===== config.mk =====
export PLATFORM = sky130hd
export DESIGN_NAME = pres80_cfg
export DESIGN_NICKNAME = d
export VERILOG_FILES = /design/src/rtl/core/pres80_pkg.sv /design/src/rtl/core/pres80_cfg.sv
export SDC_FILE = /design/constraint.sdc
export NUM_CORES = 1
export LEC_CHECK = 0
export BUFFER_PORTS_ARGS = -buffer_cell sky130_fd_sc_hd__buf_4
export CAP_MARGIN = 15
export CORE_MARGIN = 8
export CORE_UTILIZATION = 50
export DETAILED_ROUTE_END_ITERATION = 16
export GPL_ROUTABILITY_DRIVEN = 0
export PLACE_DENSITY = 0.85
export SETUP_SLACK_MARGIN = 0.4
export SLEW_MARGIN = 10
export SYNTH_ARGS = -nofsm -noshare
export SYNTH_HDL_FRONTEND = slang
export SYNTH_SLANG_ARGS = --single-unit

===== constraint.sdc =====
create_clock -name i_clk -period 1.7 [get_ports i_clk]
set_input_delay 0.51 -clock i_clk [delete_from_list [all_inputs] [get_ports i_clk]]
set_output_delay 0.51 -clock i_clk [all_outputs]
set_load 0.02 [all_outputs]

===== src/rtl/core/pres80_pkg.sv =====
// ----------------------------------------------------------------------------
// pres80_pkg
// Shared types, constants and round functions for the PRESENT-80 encryptor.
// ----------------------------------------------------------------------------
package pres80_pkg;

    localparam int ROUNDS    = 31;
    localparam int BLOCK_W   = 64;
    localparam int KEY_W     = 80;
    localparam int KEY_LO_W  = 16;
    localparam int RND_W     = 5;
    localparam int CFG_IDX_W = 2;

    localparam logic [CFG_IDX_W-1:0] REG_KEY_UPPER = 2'd0;
    localparam logic [CFG_IDX_W-1:0] REG_KEY_LOWER = 2'd1;

    localparam logic [3:0] SBOX [16] = '{
        4'hC, 4'h5, 4'h6, 4'hB, 4'h9, 4'h0, 4'hA, 4'hD,
        4'h3, 4'hE, 4'hF, 4'h8, 4'h4, 4'h7, 4'h1, 4'h2
    };

    typedef struct packed {
        logic [BLOCK_W-1:0] state;
        logic [KEY_W-1:0]   key;
    } t_pipe;

    function automatic logic [BLOCK_W-1:0] sbox_layer(input logic [BLOCK_W-1:0] s);
        logic [BLOCK_W-1:0] r;
        r = '0;
        for (int n = 0; n < BLOCK_W / 4; n++) begin
            r[4*n +: 4] = SBOX[s[4*n +: 4]];
        end
        return r;
    endfunction

    function automatic logic [BLOCK_W-1:0] perm_layer(input logic [BLOCK_W-1:0] s);
        logic [BLOCK_W-1:0] r;
        r = '0;
        for (int b = 0; b < BLOCK_W - 1; b++) begin
            r[(16 * b) % (BLOCK_W - 1)] = s[b];
        end
        r[BLOCK_W-1] = s[BLOCK_W-1];
        return r;
    endfunction

    // rotate left 61, S-box on top nibble, round counter into bits 19..15
    function automatic logic [KEY_W-1:0] key_update(input logic [KEY_W-1:0] k,
                                                    input logic [RND_W-1:0] rnd);
        logic [KEY_W-1:0] r;
        r = {k[18:0], k[KEY_W-1:19]};
        r[KEY_W-1 -: 4] = SBOX[r[KEY_W-1 -: 4]];
        r[19:15] = r[19:15] ^ rnd;
        return r;
    endfunction

    function automatic logic [BLOCK_W-1:0] round_key(input logic [KEY_W-1:0] k);
        return k[KEY_W-1 -: BLOCK_W];
    endfunction

endpackage


===== src/rtl/core/pres80_cfg.sv =====
// ----------------------------------------------------------------------------
// pres80_cfg
// Key register file: upper 64 and lower 16 bits of the 80-bit key.
// ----------------------------------------------------------------------------
module pres80_cfg (
    input  logic                                i_clk,
    input  logic                                i_rst_n,
    input  logic                                i_cfg_valid,
    output logic                                o_cfg_ready,
    input  logic [pres80_pkg::CFG_IDX_W-1:0]    i_cfg_index,
    input  logic [pres80_pkg::BLOCK_W-1:0]      i_cfg_data,
    output logic [pres80_pkg::KEY_W-1:0]        o_key
);

    logic [pres80_pkg::BLOCK_W-1:0]  r_key_upper;
    logic [pres80_pkg::KEY_LO_W-1:0] r_key_lower;

    assign o_cfg_ready = 1'b1;
    assign o_key       = {r_key_upper, r_key_lower};

    always_ff @(posedge i_clk) begin
        if (!i_rst_n) begin
            r_key_upper <= '0;
            r_key_lower <= '0;
        end else if (i_cfg_valid) begin
            unique case (i_cfg_index)
                pres80_pkg::REG_KEY_UPPER: begin
                    r_key_upper <= i_cfg_data;
                end
                pres80_pkg::REG_KEY_LOWER: begin
                    r_key_lower <= i_cfg_data[pres80_pkg::KEY_LO_W-1:0];
                end
                default: begin
                end
            endcase
        end
    end

endmodule


==> reports/qor.csv <==
metric;value;unit
run status;finished, final reports clean;
Hold WS;414;ps
die height;96.1;microns
Overflow after GRT;0;
asr flop ratio synth;0;%
maximum clock path buffer count;2;
Main synth FF type;dfxtp_1;
Seq/Total Area, Yosys;50.0;%
core footprint;6280;sq um
Synth cell types;11;
top post-synthesis cells by count;nand2_1 (144), dfxtp_1 (80), mux2i_1 (80);
endpoints failing hold;0;
CP max FO;2;
Post-Syn Area;3200;sq um
Compound-Gate Fraction of Synth Area;0;%
Fillers;384;
CTS tree;done;
WL/cell;16.6;microns
Synth top area share;50.0;%
CP delay by family, top;flip-flops;
number of diodes;0;
cts bufs inserted;9;
IO Pins;150;
Horiz. Die Dim;96.1;microns
Synth area leaders;dfxtp_1 (50%), mux2i_1 (25%), nand2_1 (17%), buf_12 (3.7%), buf_2 (1.6%);
Adder-Cell Fraction of Synth Area;0;%
Vias/cell;4.90;
cts hold-fix bufs;0;
maximum number of pins on one net before global-route repair;98;
Post-synth EDFFs;0;
post-DP HPWL;6260;microns
layout cells sized above 1;55.6;%
worst skew pair latency;330;ps
via count;2879;
flops & latches, synth;80;
Iter 0 DRT Violations;101;
RSZ-0062 raised after global routing;true;
cell row count;29;
Pwr per Cell Area;761;nW/um^2
Leakage;2.37;nW
post-route ant nets;0;
vias in the first global route;3022;
root buf cell;clkbuf_8;
routed wire length;9770;microns
WP data arrival;810;ps
P&R area growth vs syn;60.4;%
Pre-antenna DRT Iters;4;
max-slew violation count;0;
Setup violations, final;0;
Clock Sinks;80;
Syn Inst Count;333;
xor and xnor area share after synthesis;0;%
Max VDD drop;0.737;mV
number of buffers inserted by port buffering;148;
Synth area leader;dfxtp_1;
clk slew on worst S/H paths;80;ps
Net Count, Synth;402;
H-tree depth;3;
Cell Chain, Critical Path;buf_6;
synth warn;0;
crit path kind;register to output port;
Fin Setup TNS;0;ps
Final period util;77.6;%
Die ar.;9230;sq um
initial antenna violation count;0;
Synth Area in Simple Gates;17.5;%
number of max-cap violations;0;
skew final;0;ps
DR DRC count;0;
largest family of logic cells by synthesized area;multiplexers;
GRT Util Overall;19.9;%
Setup crit end kind;output port;
initial core utilization;51.0;%
mean post-synth cell area;9.62;sq um
first-pass GRT wire length;14200;microns
multiplexer area fraction after synthesis;25.0;%
Max stage delay on crit path;360;ps
CP max-delay cell;dfxtp_2;
CP required;1190;ps
Startpoint Class;register;
Min-Delay Path Class;input port to register;
Layout Nets;575;
Crit path buffers/inverters;1;
fmax;758;MHz
most frequent cell after synthesis;nand2_1;
fin crit period;1320;ps
metal layers:
metal	part of all wire [%]	track usage, %	vias up
met5	0	0	-
met4	1.7	8.32	0
met3	11	9.05	14
met2	51	35.0	105
met1	37	19.8	1348
li1	-	-	1412
registers in the layout, summed over array words and instances (netlist names):
signal,count
r_key_lower,16
r_key_upper,64
placed cells by master, fill, tap and decap left out, types with 2 or more instances in the layout:
cell type and n:
buf_6 80, buf_4 102, clkinvlp_4 2, mux2i_1 80, dfxtp_2 80, nand2_1 144, buf_12 6, clkbuf_8 11
report_power, final:
group          total [W]  switching, W  internal, W
registers        0.00200     0.0000477      0.00195
clock network    0.00127      0.000662     0.000611
logic           0.000639      0.000294     0.000345
total            0.00391       0.00100      0.00291
path summary, 6_finish.rpt:
path | from | endpoint | slack [ps] | cells after the start
worst max-delay path | r_key_upper[35]$_SDFFE_PN0P_ | o_key[51] | 380 | 1
worst min-delay path | i_cfg_data[27] | r_key_upper[27]$_SDFFE_PN0P_ | 410 | 3
worst max register to register | r_key_upper[59]$_SDFFE_PN0P_ | r_key_upper[59]$_SDFFE_PN0P_ | 870 | 4
worst min register to register | r_key_upper[2]$_SDFFE_PN0P_ | r_key_upper[2]$_SDFFE_PN0P_ | 460 | 2
cell families (layout without fill, tap and decap cells):
| family | Yosys count | in the layout |
|---|---|---|
| other | 1 | 1 |
| AND/OR/NAND/NOR | 146 | 146 |
| buffers and inverters | 26 | 204 |
| flip-flops | 80 | 80 |
| multiplexers | 80 | 80 |
repair_timing:
item	CTS	global route
pin swaps	0	0
setup endpoints to repair	80	80
setup buffers	12	20
resized for setup	160	0
area by class of cell:
type                    instances  area (sq um)  area share (%)
repair buffers                188          1790            34.8
clock inverters                 4          28.8           0.560
flip-flops and latches         80          1700            33.1
multi-input cells             227          1370            26.7
clock buffers                  12           155            3.02
well taps                      77          96.3            1.87
stage by stage:
stage | setup slack (ps) | total power [W] | instances | util [%] | area, sq um
CTS | 370 | 0.00392 | 568 | 79.5 | 4990
detailed placement | 134 | 0.00257 | 540 | 68.7 | 4320
floorplan | 422 | 0.00231 | 333 | - | 3200
global route | 337 | 0.00408 | 588 | 81.9 | 5140
global placement | 192 | 0.00256 | 540 | 68.7 | 4320
finish | 381 | 0.00391 | 588 | 81.9 | 5140
Note: power is estimated with default switching activity, not from simulation.
