<file path="src/rtl/core/pres80_pkg.sv">
// ----------------------------------------------------------------------------
// pres80_pkg
// Shared types, constants and round functions for the PRESENT-80 encryptor.
// ----------------------------------------------------------------------------
package pres80_pkg;

    localparam int ROUNDS    = 31;
    localparam int BLOCK_W   = 64;
    localparam int KEY_W     = 80;
    localparam int KEY_LO_W  = 16;
    localparam int RND_W     = 5;
    localparam int CFG_IDX_W = 2;

    localparam logic [CFG_IDX_W-1:0] REG_KEY_UPPER = 2'd0;
    localparam logic [CFG_IDX_W-1:0] REG_KEY_LOWER = 2'd1;

    localparam logic [3:0] SBOX [16] = '{
        4'hC, 4'h5, 4'h6, 4'hB, 4'h9, 4'h0, 4'hA, 4'hD,
        4'h3, 4'hE, 4'hF, 4'h8, 4'h4, 4'h7, 4'h1, 4'h2
    };

    typedef struct packed {
        logic [BLOCK_W-1:0] state;
        logic [KEY_W-1:0]   key;
    } t_pipe;

    function automatic logic [BLOCK_W-1:0] sbox_layer(input logic [BLOCK_W-1:0] s);
        logic [BLOCK_W-1:0] r;
        r = '0;
        for (int n = 0; n < BLOCK_W / 4; n++) begin
            r[4*n +: 4] = SBOX[s[4*n +: 4]];
        end
        return r;
    endfunction

    function automatic logic [BLOCK_W-1:0] perm_layer(input logic [BLOCK_W-1:0] s);
        logic [BLOCK_W-1:0] r;
        r = '0;
        for (int b = 0; b < BLOCK_W - 1; b++) begin
            r[(16 * b) % (BLOCK_W - 1)] = s[b];
        end
        r[BLOCK_W-1] = s[BLOCK_W-1];
        return r;
    endfunction

    // rotate left 61, S-box on top nibble, round counter into bits 19..15
    function automatic logic [KEY_W-1:0] key_update(input logic [KEY_W-1:0] k,
                                                    input logic [RND_W-1:0] rnd);
        logic [KEY_W-1:0] r;
        r = {k[18:0], k[KEY_W-1:19]};
        r[KEY_W-1 -: 4] = SBOX[r[KEY_W-1 -: 4]];
        r[19:15] = r[19:15] ^ rnd;
        return r;
    endfunction

    function automatic logic [BLOCK_W-1:0] round_key(input logic [KEY_W-1:0] k);
        return k[KEY_W-1 -: BLOCK_W];
    endfunction

endpackage

</file>
<file path="src/rtl/core/pres80_round.sv">
// ----------------------------------------------------------------------------
// pres80_round
// One registered cipher round: key add, S-box layer, bit permutation and
// key schedule step, with a valid/ready pipeline slot.
// ----------------------------------------------------------------------------
module pres80_round (
    input  logic                              i_clk,
    input  logic                              i_rst_n,
    input  logic [pres80_pkg::RND_W-1:0]      i_round,
    input  logic                              i_valid,
    output logic                              o_ready,
    input  pres80_pkg::t_pipe                 i_data,
    output logic                              o_valid,
    input  logic                              i_ready,
    output pres80_pkg::t_pipe                 o_data
);

    logic               r_valid;
    pres80_pkg::t_pipe  r_data;
    pres80_pkg::t_pipe  n_data;

    always_comb begin
        n_data.state = pres80_pkg::perm_layer(pres80_pkg::sbox_layer(
                           i_data.state ^ pres80_pkg::round_key(i_data.key)));
        n_data.key   = pres80_pkg::key_update(i_data.key, i_round);
    end

    assign o_ready = !r_valid || i_ready;
    assign o_valid = r_valid;
    assign o_data  = r_data;

    always_ff @(posedge i_clk) begin
        if (!i_rst_n) begin
            r_valid <= 1'b0;
        end else if (o_ready) begin
            r_valid <= i_valid;
        end
    end

    always_ff @(posedge i_clk) begin
        if (o_ready && i_valid) begin
            r_data <= n_data;
        end
    end

endmodule

</file>
<file path="config.mk">
export PLATFORM = sky130hd
export DESIGN_NAME = pres80_round
export DESIGN_NICKNAME = d
export VERILOG_FILES = /design/src/rtl/core/pres80_pkg.sv /design/src/rtl/core/pres80_round.sv
export SDC_FILE = /design/constraint.sdc
export NUM_CORES = 1
export LEC_CHECK = 0
export BUFFER_PORTS_ARGS = -buffer_cell sky130_fd_sc_hd__buf_2
export CORE_MARGIN = 3
export CORE_UTILIZATION = 39
export DETAILED_ROUTE_END_ITERATION = 6
export PLACE_DENSITY = 0.78
export SETUP_SLACK_MARGIN = 0.3
export SLEW_MARGIN = 25
export SYNTH_ARGS = -nofsm -noshare
export SYNTH_HDL_FRONTEND = slang
export SYNTH_SLANG_ARGS = --single-unit
</file>
<file path="constraint.sdc">
create_clock -name i_clk -period 7.03 [get_ports i_clk]
set_input_delay 0 -clock i_clk [delete_from_list [all_inputs] [get_ports i_clk]]
set_output_delay 0 -clock i_clk [all_outputs]
set_load 0.05 [all_outputs]
</file>
==> load_flow_metrics.sql, run 1 <==
INSERT INTO impl_metrics (metric_group, metric, value, unit) VALUES
('clock_tree', 'post_cts.resized_instances', '0', ''),
('layout', 'post_route_cells_drive_above_1_share', '41.97', '%'),
('placed_design', 'io_buffer_count', '298', ''),
('worst_setup_path', 'critPathLaunchType', 'flip-flop', ''),
('pwr', 'power_frac_seq', '39.5', '%'),
('layout', 'fillCellCount', '1575', ''),
('layout', 'final_core_util', '57.26', '%'),
('worst_setup_path', 'crit_end_category', 'flip-flop', ''),
('pwr', 'power_per_cell_area', '252.9', 'nW/um2'),
('sta', 'worstMarginPinSlew', '961.7', 'ps'),
('die', 'floorplan.rows', '50', ''),
('logic_synthesis', 'synth_cell_type_count', '40', ''),
('clock_tree', 'cts.htree.levels', '4', ''),
('clock_tree', 'post_cts_hold_buffer_count', '84', ''),
('worst_setup_path', 'worstSetupPathType', 'flip-flop to flip-flop', ''),
('pwr', 'internal_power', '1.834', 'mW'),
('logic_synthesis', 'synth_nets', '708', ''),
('logic_synthesis', 'ys.flop_type', 'sky130_fd_sc_hd__edfxtp_1', ''),
('route', 'wl', '18.26', 'mm'),
('clock_tree', 'clock-sinks', '145', ''),
('pwr', 'fraction_of_power_spent_switching_nets', '33.40', '%'),
('layout', 'area_growth_syn_to_layout', '41.48', '%'),
('clock_tree', 'clk_transition_reported_paths', '60', 'ps'),
('layout', 'diodes', '0', ''),
('logic_synthesis', 'yosys_warnings', '0', ''),
('sta', 'timing_hold_violations_final', '0', ''),
('global_routing', 'antenna_found_initial', '0', ''),
('die', 'die_x', '146.5', 'um'),
('layout', 'design.final.nets', '1108', ''),
('global_routing', 'grt_first_pass_wirelength', '29.01', 'mm'),
('hold_path', 'hold_path.class', 'primary input to flip-flop', ''),
('die', 'fp.dieH', '146.5', 'um'),
('logic_synthesis', 'synth.cell_area', '7697', 'um2'),
('run_status', 'outcome', 'finished clean', ''),
('sta', 'worst_clock_skew', '8.791', 'ps'),
('logic_synthesis', 'avg_synthesized_cell_area', '15.33', 'um2'),
('sta', 'report.final.setup_viol', '0', ''),
('route', 'routedWlPerCell', '15.54', 'um'),
('die', 'initial_utilization', '40.47', '%'),
('clock_tree', 'number_of_buffers_created_by_cts', '17', ''),
('clock_tree', 'maximum_clock_insertion_buffer_count', '2', ''),
('pwr', 'p_leak', '4.765', 'nW'),
('clock_tree', 'cts_tree', 'yes', ''),
('logic_synthesis', 'ys_seq_area_share', '56.44', '%'),
('clock_tree', 'clk_root_buffer_cell', 'sky130_fd_sc_hd__clkbuf_16', ''),
('sta', 'fmax', '407.3', 'MHz'),
('sta', 'fin_tns_setup', '0', 'ps'),
('route', 'detail_route.vias_per_cell', '4.689', ''),
('worst_setup_path', 'crit_arrival', '2480', 'ps'),
('logic_synthesis', 'synth_async_sr_flop_share', '0', '%'),
('logic_synthesis', 'synth_edf_count', '144', ''),
('global_routing', 'grt_use_total', '16.88', '%'),
('global_routing', 'grt_pass1_vias', '5690', ''),
('placed_design', 'place.gp.congestion', '0.7944', ''),
('clock_tree', 'post_cts_setup_repair_bufs', '0', ''),
('logic_synthesis', 'post_syn_instances', '502', ''),
('layout', 'finish.instance_area', '10890', 'um2'),
('die', 'dieArea', '21460', 'um2'),
('pwr', 'worst_ir_drop_vdd', '148.0', 'uV'),
('sta', 'final_max_slew_viols', '0', ''),
('pwr', 'clockPowerShare', '30.6', '%'),
('route', 'dr.pass1.iters', '4', ''),
('route', 'dr_drc_count', '0', ''),
('global_routing', 'grt_overflow', '0', ''),
('route', 'first_iter_violations', '215', ''),
('global_routing', 'largest_net_degree_at_the_start_of_global_routing', '74', ''),
('die', 'design.core.area', '19020', 'um2'),
('die', 'top_level_ports', '299', ''),
('sta', 'timing.max_slew.rel_slack', '35.89', '%'),
('placed_design', 'detailedPlacementHpwl', '13.10', 'mm'),
('placed_design', 'postPlaceCellArea', '9505', 'um2'),
('logic_synthesis', 'postSynthRegisterBits', '145', ''),
('flow_run', 'max_cap_viols', '0', ''),
('worst_setup_path', 'required_worst_endpoint', '7050', 'ps'),
('sta', 'timing.final.crit_period', '2455', 'ps'),
('route', 'final_antenna_net_count', '0', ''),
('pwr', 'power.combinational.fraction', '29.9', '%'),
('sta', 'rsz0062_at_grt', 'false', ''),
('clock_tree', 'clock_insertion_delay_at_the_later_pin_of_the_skew_report', '400', 'ps'),
('pwr', 'p_switching', '0.9200', 'mW'),
('worst_setup_path', 'critical_path_peak_fanout', '73', ''),
('sta', 'final.period_utilization', '34.92', '%'),
('route', 'via_count', '5509', '');
-- cells by family (layout without fill, tap and decap cells) --
logic type      Yosys count  count (layout)  share of synthesized area, %
xor+xnor                 89              89                         12.37
mux                      66              66                         12.22
simple gates             30              30                         1.983
fa+ha+maj                53              53                         8.615
flops                   145             145                         56.44
compound gates           49              49                         4.812
buf+inv                  70             483                         3.560
-- worst max-delay path, cell delays in order, from the launching register on --
cell                       delay [ps]
sky130_fd_sc_hd__dfxtp_1          310
sky130_fd_sc_hd__nand2b_1         100
sky130_fd_sc_hd__and2_4           770
sky130_fd_sc_hd__buf_4            880
-- final cells by class --
class,count,area [um2],area share (%)
Sequential cell,145,4344,39.89
Clock buffer,18,429.2,3.941
Tap cell,260,325.3,2.987
Inverter,68,255.2,2.344
Timing Repair Buffer,383,2340,21.48
Clock inverter,14,115.1,1.057
Multi-Input combinational cell,287,3082,28.30
-- placed cells by master (no fill, tap or decap), drive strengths merged, types with 2 or more instances in the layout --
| cell | n |
|---|---|
| xor2 | 39 |
| a221oi | 2 |
| nor2 | 2 |
| o21ai | 17 |
| clkinv | 8 |
| a211oi | 2 |
| mux2i | 40 |
| nand3 | 11 |
| o21a | 2 |
| o211ai | 10 |
| clkbuf | 18 |
| edfxtp | 144 |
| dlygate4sd3 | 84 |
| inv | 70 |
| nor3 | 6 |
| nand2 | 4 |
| buf | 299 |
| o221a | 11 |
| clkinvlp | 3 |
| xnor2 | 50 |
| mux4 | 21 |
| ha | 53 |
| mux2 | 5 |
-- registers in the layout, summed over array words and instances, names as in the netlist --
| signal | count |
|---|---|
| o_valid | 1 |
| o_data | 144 |
-- worst paths after layout --
path / startpoint / slack, ps / cells after the start / endpoint
setup / recovery: o_valid / 4570 / 3 / o_data[25]
hold / removal: i_data[15] / 80 / 2 / o_data[77]
setup reg to reg: o_valid / 4570 / 3 / o_data[25]
hold reg to reg: o_valid / 1080 / 3 / o_valid
-- per-layer routing --
metal	vias to the layer above	global-route usage [%]	routed length, um
met5	-	0	0
met4	0	5.974	439
met3	34	5.400	1247
met2	209	30.75	9613
met1	2603	18.45	6960
li1	2663	-	-
-- Yosys cell counts (all sizes together) (4+ instances only) --
cell type  instances  area share [%]
edfxtp           144              56
inv               68             3.3
ha                53             8.6
xnor2             50             6.6
mux2i             40             5.2
xor2              39             5.8
mux4              21             6.3
o21ai             17             1.1
nand3             11            0.72
o221a             11             1.6
o211ai            10            0.98
nor3               6            0.39
mux2               5            0.73
nand2              4            0.20
-- through the flow --
step	worst slack (ps)	cells	hold WS, ps	total power [mW]
floorplan	2170	502	98.87	1.692
global placement	4526	1059	176.7	1.875
detailed placement	4483	1059	178.4	1.892
CTS	4479	1175	69.50	2.780
global route	4353	1175	84.16	2.882
finish	4575	1175	84.88	2.754
-- power groups by stage --
stage	Sequential [mW]	Clock, mW	Combinational, mW
global route	1.10	0.901	0.886
detailed placement	1.11	0	0.787
finish	1.09	0.843	0.824
CTS	1.09	0.864	0.828
floorplan	1.40	0	0.295
global placement	1.10	0	0.773
Note: power is estimated with default switching activity, not from simulation.
==> run 2: changes to the inputs <==
==> constraint.sdc (replaced) <==
create_clock -name i_clk -period 2.4 [get_ports i_clk]
set_input_delay 0 -clock i_clk [delete_from_list [all_inputs] [get_ports i_clk]]
set_output_delay 0 -clock i_clk [all_outputs]
set_load 0.05 [all_outputs]
==> run 2 against run 1 <==
Combinational power rose to 2.9 times the previous value. Clock power grew to 2.9 times the previous value. Core utilization rose by 0.29 points. Power rose to 2.9 times the previous value. Non-clock buffer count rose by 2. Clock skew is 2.4 ps lower. Sequential share of layout area down 0.17 points. Worst setup slack got worse by 4000 ps. Global-route usage is 0.48 points lower. Die area stayed put. Critical path type is now primary input to flip-flop.
==> load_flow_metrics.sql, run 2 (synthesized netlist as in run 1, its figures left out) <==
INSERT INTO impl_metrics (metric_group, metric, value, unit) VALUES
('worst_setup_path', 'critPathLaunchType', 'primary input', ''),
('layout', 'cell_count_final_fillers_out', '1177', ''),
('worst_setup_path', 'crit_end_category', 'flip-flop', ''),
('worst_setup_path', 'reg2reg_depth', '3', ''),
('worst_setup_path', 'critPathBufInv', '3', ''),
('worst_setup_path', 'path_cells', 'dlygate4sd3_1, buf_2, xnor2_1, inv_1, ha_1, mux4_2', ''),
('layout', 'diodes', '0', ''),
('sta', 'rsz0062_at_grt', 'false', ''),
('worst_setup_path', 'timing.reg2reg.setup_slack', '950', 'ps'),
('global_routing', 'grt_first_pass_wirelength', '27.93', 'mm'),
('worst_setup_path', 'crit_arrival', '1930', 'ps'),
('sta', 'worstMarginPinSlew', '658.1', 'ps'),
('route', 'routedWlPerCell', '15.17', 'um'),
('clock_tree', 'number_of_buffers_created_by_cts', '17', ''),
('die', 'floorplan.rows', '50', ''),
('route', 'detail_route.vias_per_cell', '4.619', ''),
('global_routing', 'antenna_found_initial', '1', ''),
('placed_design', 'io_buffer_count', '298', ''),
('hold_path', 'holdPathEnd', 'o_data[77]', ''),
('sta', 'final.period_utilization', '74.20', '%'),
('clock_tree', 'cts_tree', 'yes', ''),
('route', 'final_antenna_net_count', '0', ''),
('pwr', 'fraction_of_power_spent_switching_nets', '33.27', '%'),
('pwr', 'internal_power', '5.389', 'mW'),
('route', 'via_count', '5437', ''),
('global_routing', 'grt_pass1_vias', '5574', ''),
('worst_setup_path', 'crit_family', 'buffers and inverters', ''),
('layout', 'design.final.nets', '1110', ''),
('worst_setup_path', 'crit_path_max_incr_delay', '530', 'ps'),
('placed_design', 'detailedPlacementHpwl', '12.83', 'mm'),
('pwr', 'p_switching', '2.687', 'mW'),
('hold_path', 'cell_depth_of_the_worst_min_delay_path', '2', ''),
('clock_tree', 'clk_root_buffer_cell', 'sky130_fd_sc_hd__clkbuf_16', ''),
('layout', 'largest_register_ff_count', '144', ''),
('hold_path', 'min_from', 'i_data[15]', ''),
('pwr', 'power.combinational.fraction', '30.0', '%'),
('run_status', 'outcome', 'finished clean', ''),
('sta', 'worst_clock_skew', '6.437', 'ps'),
('clock_tree', 'clock_insertion_delay_at_the_later_pin_of_the_skew_report', '410', 'ps'),
('pwr', 'clockPowerShare', '30.6', '%'),
('sta', 'timing.final.crit_period', '1781', 'ps'),
('layout', 'post_route_cells_drive_above_1_share', '42.31', '%'),
('pwr', 'power_frac_seq', '39.4', '%'),
('route', 'wl', '17.86', 'mm'),
('worst_setup_path', 'worstSetupPathType', 'primary input to flip-flop', ''),
('sta', 'final_max_slew_viols', '0', ''),
('die', 'top_level_ports', '299', ''),
('layout', 'area_growth_syn_to_layout', '42.20', '%'),
('worst_setup_path', 'required_worst_endpoint', '2550', 'ps'),
('die', 'initial_utilization', '40.47', '%'),
('placed_design', 'placed_cells_incl_taps', '1061', ''),
('pwr', 'power_per_cell_area', '737.8', 'nW/um2'),
('worst_setup_path', 'cpMaxStageDelayCell', 'sky130_fd_sc_hd__dlygate4sd3_1', ''),
('sta', 'timing.max_slew.rel_slack', '55.81', '%'),
('clock_tree', 'clock-sinks', '145', ''),
('route', 'first_iter_violations', '211', ''),
('global_routing', 'largest_net_degree_at_the_start_of_global_routing', '62', ''),
('sta', 'report.final.setup_viol', '0', ''),
('route', 'dr.pass1.iters', '5', ''),
('layout', 'seq_area', '4348', 'um2'),
('clock_tree', 'cts.htree.levels', '4', ''),
('clock_tree', 'clk_transition_reported_paths', '60', 'ps'),
('route', 'dr_drc_count', '0', ''),
('sta', 'fmax', '561.5', 'MHz'),
('die', 'design.core.area', '19020', 'um2'),
('die', 'fp.dieH', '146.5', 'um'),
('clock_tree', 'post_cts_hold_buffer_count', '84', ''),
('clock_tree', 'post_cts.resized_instances', '0', ''),
('clock_tree', 'post_cts_setup_repair_bufs', '0', ''),
('global_routing', 'grt_use_total', '16.40', '%'),
('clock_tree', 'maximum_clock_insertion_buffer_count', '2', ''),
('worst_setup_path', 'critical_path_peak_fanout', '4', ''),
('pwr', 'p_leak', '4.789', 'nW'),
('sta', 'fin_tns_setup', '0', 'ps'),
('pwr', 'worst_ir_drop_vdd', '449.9', 'uV'),
('layout', 'final_cell_mix', 'sky130_fd_sc_hd__buf_2 (298), sky130_fd_sc_hd__edfxtp_1 (144), sky130_fd_sc_hd__dlygate4sd3_1 (84), sky130_fd_sc_hd__inv_1 (67), sky130_fd_sc_hd__ha_1 (53)', ''),
('global_routing', 'grt_overflow', '0', ''),
('flow_run', 'max_cap_viols', '0', ''),
('layout', 'final_core_util', '57.55', '%'),
('layout', 'fillCellCount', '1538', ''),
('layout', 'layout.cells.most_common', 'sky130_fd_sc_hd__buf_2', ''),
('sta', 'timing_hold_violations_final', '0', ''),
('die', 'die_x', '146.5', 'um'),
('layout', 'multiInputGateArea', '3089', 'um2'),
('worst_setup_path', 'reg2reg_from', 'o_valid', ''),
('hold_path', 'hold_path.class', 'primary input to flip-flop', ''),
('placed_design', 'place.gp.congestion', '0.7965', ''),
('worst_setup_path', 'crit-reg2reg-capture', 'o_data[26]', ''),
('die', 'dieArea', '21460', 'um2');
-- run 2: cell types whose count changed in the layout (fill, tap and decap cells not counted), sizes merged --
cell    previous run  this run
buf              299       301
clkbuf            18        20
clkinv             8         6
-- run 2: worst max path at each step --
stage,from,endpoint,slack [ps],depth (start not counted)
6_report,i_data[49],o_data[120],620,6
5_1_grt,i_data[17],o_data[112],500,6
4_1_cts,i_data[56],o_data[122],610,5
3_5_place_dp,i_data[56],o_data[122],710,4
3_3_place_gp,i_data[56],o_data[122],750,4
2_1_floorplan,o_valid,o_data[0],310,2
-- run 2: worst register-to-register path, delay by kind of cell (launching register included) --
family	cells	cell delay, ps
buf+inv	1	330
flops	1	350
simple gates	2	380
-- run 2: area by class of cell --
class	count	share of cell area [%]
multi-input combinational	287	28.22
tap	260	2.972
clock buffer	20	3.989
clock inverter	12	1.017
inverter	68	2.332
sequential	145	39.72
timing repair buffer	385	21.74
-- run 2: through the flow --
stage	cell area, um2	hold WS (ps)	power (mW)	worst slack (ps)
floorplan	7711	98.87	4.943	313.4
global placement	9557	177.3	5.511	750.9
detailed placement	9557	178.1	5.552	707.0
CTS	10950	50.05	8.165	605.6
global route	10950	76.84	8.459	495.3
finish	10950	66.54	8.076	619.2
-- run 2: routing by layer --
metal  share of wire [%]  vias up  global-route usage, %  wire length (um)
li1                    -     2665                      -                 -
met1                  41     2545                  19.26              7355
met2                  49      201                  28.02              8796
met3                 7.6       24                  5.990              1357
met4                 1.9        2                  5.315               335
met5               0.062        -                      0                11
-- run 2: power by group through the flow --
stage | sequential, mW | combinational (mW) | clock [mW]
6_report | 3.18 | 2.42 | 2.47
5_1_grt | 3.20 | 2.60 | 2.65
4_1_cts | 3.18 | 2.44 | 2.55
3_5_place_dp | 3.23 | 2.32 | 0
3_3_place_gp | 3.22 | 2.29 | 0
2_1_floorplan | 4.08 | 0.867 | 0
